### src/sv/gvm_pkg.sv
// shared types and constants for the granular voice mixer
// no dependencies; imported by gvm_ctrl, gvm_dp and granular_voice_mixer
`default_nettype none
package gvm_pkg;

	// default sizes handed to the top level parameters
	localparam int BUF_DEPTH_DEF  = 65536;
	localparam int MAX_VOICES_DEF = 10;

	// fixed field widths
	localparam int SAMPLE_W = 16;
	localparam int RATE_W   = 20;
	localparam int MIX_W    = 20;
	localparam int ACC_W    = 22;
	localparam int CFG_W    = 32;
	localparam int FIU_W    = 17;

	// reset values
	localparam logic [31:0] PERIOD_RST = 32'd314572800;
	localparam logic [31:0] STEP_RST   = 32'd8948;
	localparam logic [16:0] FRAMES_RST = 17'd65536;
	localparam logic [31:0] ONE_Q16    = 32'h0001_0000;

	// item kinds
	typedef enum logic [1:0] {
		OP_MEM  = 2'd0,
		OP_RATE = 2'd1,
		OP_TICK = 2'd2
	} gvm_op_t;

	// configuration register indexes
	typedef enum logic [1:0] {
		CFG_PERIOD = 2'd0,
		CFG_STEP   = 2'd1,
		CFG_FRAMES = 2'd2
	} gvm_cfg_t;

	typedef enum logic [3:0] {
		S_IDLE,
		S_DEC,
		S_RAMP,
		S_LOAD,
		S_ADV,
		S_IDX,
		S_RDA,
		S_RDB,
		S_MULA,
		S_MULB,
		S_ACC,
		S_FIN
	} gvm_state_t;

	// controller to datapath commands
	typedef struct packed {
		logic latch;
		logic mem_wr;
		logic rate_wr;
		logic ramp;
		logic load;
		logic adv;
		logic idx;
		logic rd_a;
		logic rd_b;
		logic mul_a;
		logic mul_b;
		logic acc;
		logic finish;
	} gvm_cmd_t;

	// datapath to controller status
	typedef struct packed {
		logic [1:0] op;
		logic       last;
		logic       out_busy;
	} gvm_sts_t;

endpackage
`default_nettype wire

### src/sv/gvm_ctrl.sv
// sequencing state machine for the granular voice mixer
// depends on gvm_pkg
`default_nettype none
module gvm_ctrl import gvm_pkg::*; (
	input  wire           clk,
	input  wire           arst_n,
	input  wire           s_tvalid,
	output logic          s_tready,
	input  wire gvm_sts_t sts,
	output gvm_cmd_t      cmd
);

	gvm_state_t state_q, state_d;

	// state register
	always_ff @(posedge clk or negedge arst_n) begin
		if (!arst_n) begin
			state_q <= S_IDLE;
		end else begin
			state_q <= state_d;
		end
	end

	// next state
	always_comb begin
		state_d = state_q;
		case (state_q)
			S_IDLE: if (s_tvalid) state_d = S_DEC;
			S_DEC: begin
				if (sts.op == OP_TICK) state_d = S_RAMP;
				else state_d = S_IDLE;
			end
			S_RAMP: state_d = S_LOAD;
			S_LOAD: state_d = S_ADV;
			S_ADV:  state_d = S_IDX;
			S_IDX:  state_d = S_RDA;
			S_RDA:  state_d = S_RDB;
			S_RDB:  state_d = S_MULA;
			S_MULA: state_d = S_MULB;
			S_MULB: state_d = S_ACC;
			S_ACC: begin
				if (sts.last) state_d = S_FIN;
				else state_d = S_ADV;
			end
			S_FIN: if (!sts.out_busy) state_d = S_IDLE;
			default: state_d = S_IDLE;
		endcase
	end

	// outputs
	always_comb begin
		cmd = '0;
		s_tready = 1'b0;
		case (state_q)
			S_IDLE: begin
				s_tready = 1'b1;
				cmd.latch = s_tvalid;
			end
			S_DEC: begin
				cmd.mem_wr  = (sts.op == OP_MEM);
				cmd.rate_wr = (sts.op == OP_RATE);
			end
			S_RAMP: cmd.ramp  = 1'b1;
			S_LOAD: cmd.load  = 1'b1;
			S_ADV:  cmd.adv   = 1'b1;
			S_IDX:  cmd.idx   = 1'b1;
			S_RDA:  cmd.rd_a  = 1'b1;
			S_RDB:  cmd.rd_b  = 1'b1;
			S_MULA: cmd.mul_a = 1'b1;
			S_MULB: cmd.mul_b = 1'b1;
			S_ACC:  cmd.acc   = 1'b1;
			S_FIN:  cmd.finish = !sts.out_busy;
			default: cmd = '0;
		endcase
	end

endmodule
`default_nettype wire

### config.mk
export PLATFORM = sky130hd
export DESIGN_NAME = gvm_ctrl
export DESIGN_NICKNAME = d
export VERILOG_FILES = /design/src/sv/gvm_pkg.sv /design/src/sv/gvm_ctrl.sv
export SDC_FILE = /design/constraint.sdc
export NUM_CORES = 1
export LEC_CHECK = 0
export BUFFER_PORTS_ARGS = -buffer_cell sky130_fd_sc_hd__buf_2
export CORE_AREA = 2 2 39 41
export CTS_CLUSTER_DIAMETER = 40
export DETAILED_ROUTE_END_ITERATION = 8
export DIE_AREA = 0 0 41 43
export SKIP_LAST_GASP = 1
export SYNTH_ARGS = -nofsm -noshare
export SYNTH_HDL_FRONTEND = slang
export SYNTH_SLANG_ARGS = --single-unit
### constraint.sdc
create_clock -name clk -period 2.9 [get_ports clk]
set_input_delay 0.29 -clock clk [delete_from_list [all_inputs] [get_ports clk]]
set_output_delay 0.29 -clock clk [all_outputs]
set_load 0.01 [all_outputs]
==> out/results.ini <==
[sta]
slew_viol_final=0
layout_min_cycle_time_ns=1.75
rsz0062_at_grt=no
fmax_mhz=570
period_share_pct=60.4
setup_slack_ns=1.15
finClkSkew_ns=0.00644
hold_slack_ns=0.384
setup_viol=0
slew_headroom_pct=65.6
hold_viol=0
worst_slew_pin_slew_ns=0.516
tns_ns=0

[place]
portBuffers=20
place_area_um2=505
post-place-ws_ns=1.37
place_inst=80
hpwl_um=731
gp_congestion=0.832

[finish]
final_area_um2=538
nets=77
post-route-util_pct=38.9
largest_reg_flops=4
instances_no_fill=84
antenna_cells=0
largestRegisters=state_q x4
syn_to_final_growth_pct=27.2
fillers=148
regMostFlops=state_q
drive_gt1_share_pct=44.1

[global_routing]
grt_usage_pct=12.2
grt_pass1_vias=376
overflow=0
antenna_found_initial=0
grt_max_degree=13
grt_pass1_wl_mm=1.50

[floorplan]
core_um2=1380
die_area_um2=1760
die_h_um=43
die_x_um=41
start_util_pct=30.6
rows=14
ios=21

[critical_path]
cpPeakStageDelay_ns=0.55
worstRegToRegCells=3
crit_path_start_kind=flop
cp_max_fo=12
arrival_ns=1.46
worst-setup-path-type=reg2out
required_ns=2.61
r2r-start=state_q[3]
cp_slowest_cell=dfrtp_1
crit_path_end_kind=primary output
rr_endpoint=state_q[3]
startpoint=state_q[3]
crit_chain=nand2b_1 > nor3_1 > buf_2
ff2ff_setup_slack_ns=1.57

[logic_synthesis]
synthesis.nets=55
synth_top_area_cell=dfrtp_1
synth-seq-cells=4
avgSynthCellArea_um2=8.81
ys_warn_count=0
synthArstFlopShare_pct=100
yosysTopAreaCellShare_pct=23.7
synthesis.area_um2=423
synth_edf_count=0
syn-instance-count=48
synth_cell_types=26
yosys-top-cells-count=6 x nor2_1, 5 x nor3_1, 4 x dfrtp_1, 4 x inv_1, 3 x nand2b_1
yosys_most_used_dff=dfrtp_1
synthTopCellsByArea=dfrtp_1 24%, nand2b_4 6.5%, nor3_1 5.9%
yosysSeqAreaShare_pct=23.7
yosysMostFrequentCell=nor2_1

[route]
wl_per_cell_um=11.2
vias=421
post-route-drc-count=0
ant_nets=0
wl_um=939
via_per_inst=5.01
drt_iter0_drc=8
dr.pass1.iters=4

[pwr]
p_clk_share_pct=12.6
p_int_uw=271
p_leak_nw=0.275
sequentialPowerShare_pct=33.5
p_sw_share_pct=48.9
power_per_cell_area_nw_per_um2=986
power_frac_comb_pct=54.0
ir_drop_v=0.000319
power_switching_uw=259
total_power_uw=530

[clocking]
cts-resized-gates=0
root_buffer=clkbuf_4
insertion_delay_ns=0.23
cts_tree=built
cts_max_path_buffers=2
cts_setup_buffers=0
htreeDepth=1
cts_made_buffers=3
cts.sinks=4
cts.clk_slew.worst_paths_ns=0.04

[min_path]
min_path_type=in2reg
hold_start=sts[0]
hold_depth=3
min_to=state_q[0]

[run_status]
outcome=finished clean

[flow_run]
cap_violations=0

[routing by layer]
layer | global-route usage, % | wire length (µm) | share of wire (%)
met5 | 0 | 0 | 0
met4 | 4.00 | 0 | 0
met3 | 3.14 | 40 | 4.3
met2 | 17.2 | 471 | 50
met1 | 17.7 | 426 | 45
[cell families (layout without fill, tap and decap cells)]
group                  after synthesis  after routing  share of synthesized area, %
AOI/OAI and AO/OA                   11             11                          24.0
buffers and inverters                9             29                          13.3
DFF                                  4              4                          23.7
muxes                                1              1                          2.37
and+or+nand+nor                     23             23                          36.7
[placed cells by master, fill, tap and decap left out, types with 2 or more instances in the layout]
cell type,instances
buf_2,20
nor2_1,6
nor3_1,5
inv_1,4
dfrtp_1,4
nand2b_1,3
clkbuf_4,3
nand2b_4,2
nand2_1,2
and2_1,2
[how the worst max path moves through the flow]
| stage | cells past startpoint | end | slack, ns |
|---|---|---|---|
| after floorplan | 3 | cmd[12] | 1.57 |
| final | 3 | cmd[7] | 1.15 |
| after CTS | 3 | cmd[7] | 1.13 |
| after global routing | 3 | cmd[8] | 1.05 |
| after global placement | 3 | cmd[8] | 1.44 |
| after detailed placement | 3 | cmd[7] | 1.37 |
[final cells by class]
type                    count  area [µm²]  area share (%)
well taps                  16        20.0            3.72
flip-flops and latches      4         100            18.6
clock buffers               3        22.5            4.19
repair buffers             21         110            20.5
inverters                   5        18.8            3.49
multi-input cells          35         267            49.5
[power by group through the flow]
stage	Combinational, mW	Sequential (mW)	Clock (mW)
4_1_cts	0.290	0.178	0.0705
5_1_grt	0.319	0.186	0.0758
3_3_place_gp	0.291	0.178	0
3_5_place_dp	0.289	0.179	0
6_report	0.286	0.178	0.0666
2_1_floorplan	0.323	0.0948	0
[critical path: cells and delay by family, from the launching register on]
kind	cells	cell delay [ns]
simple gates	2	0.52
flops	1	0.55
buf+inv	1	0.16
[what timing repair did]
action | 4_1_cts | 5_1_grt
endpoints found under the setup margin | 0 | 0
hold buffers | 1 | 0
hold endpoints to repair | 4 | 0
Power figures use the tool's default switching activity.
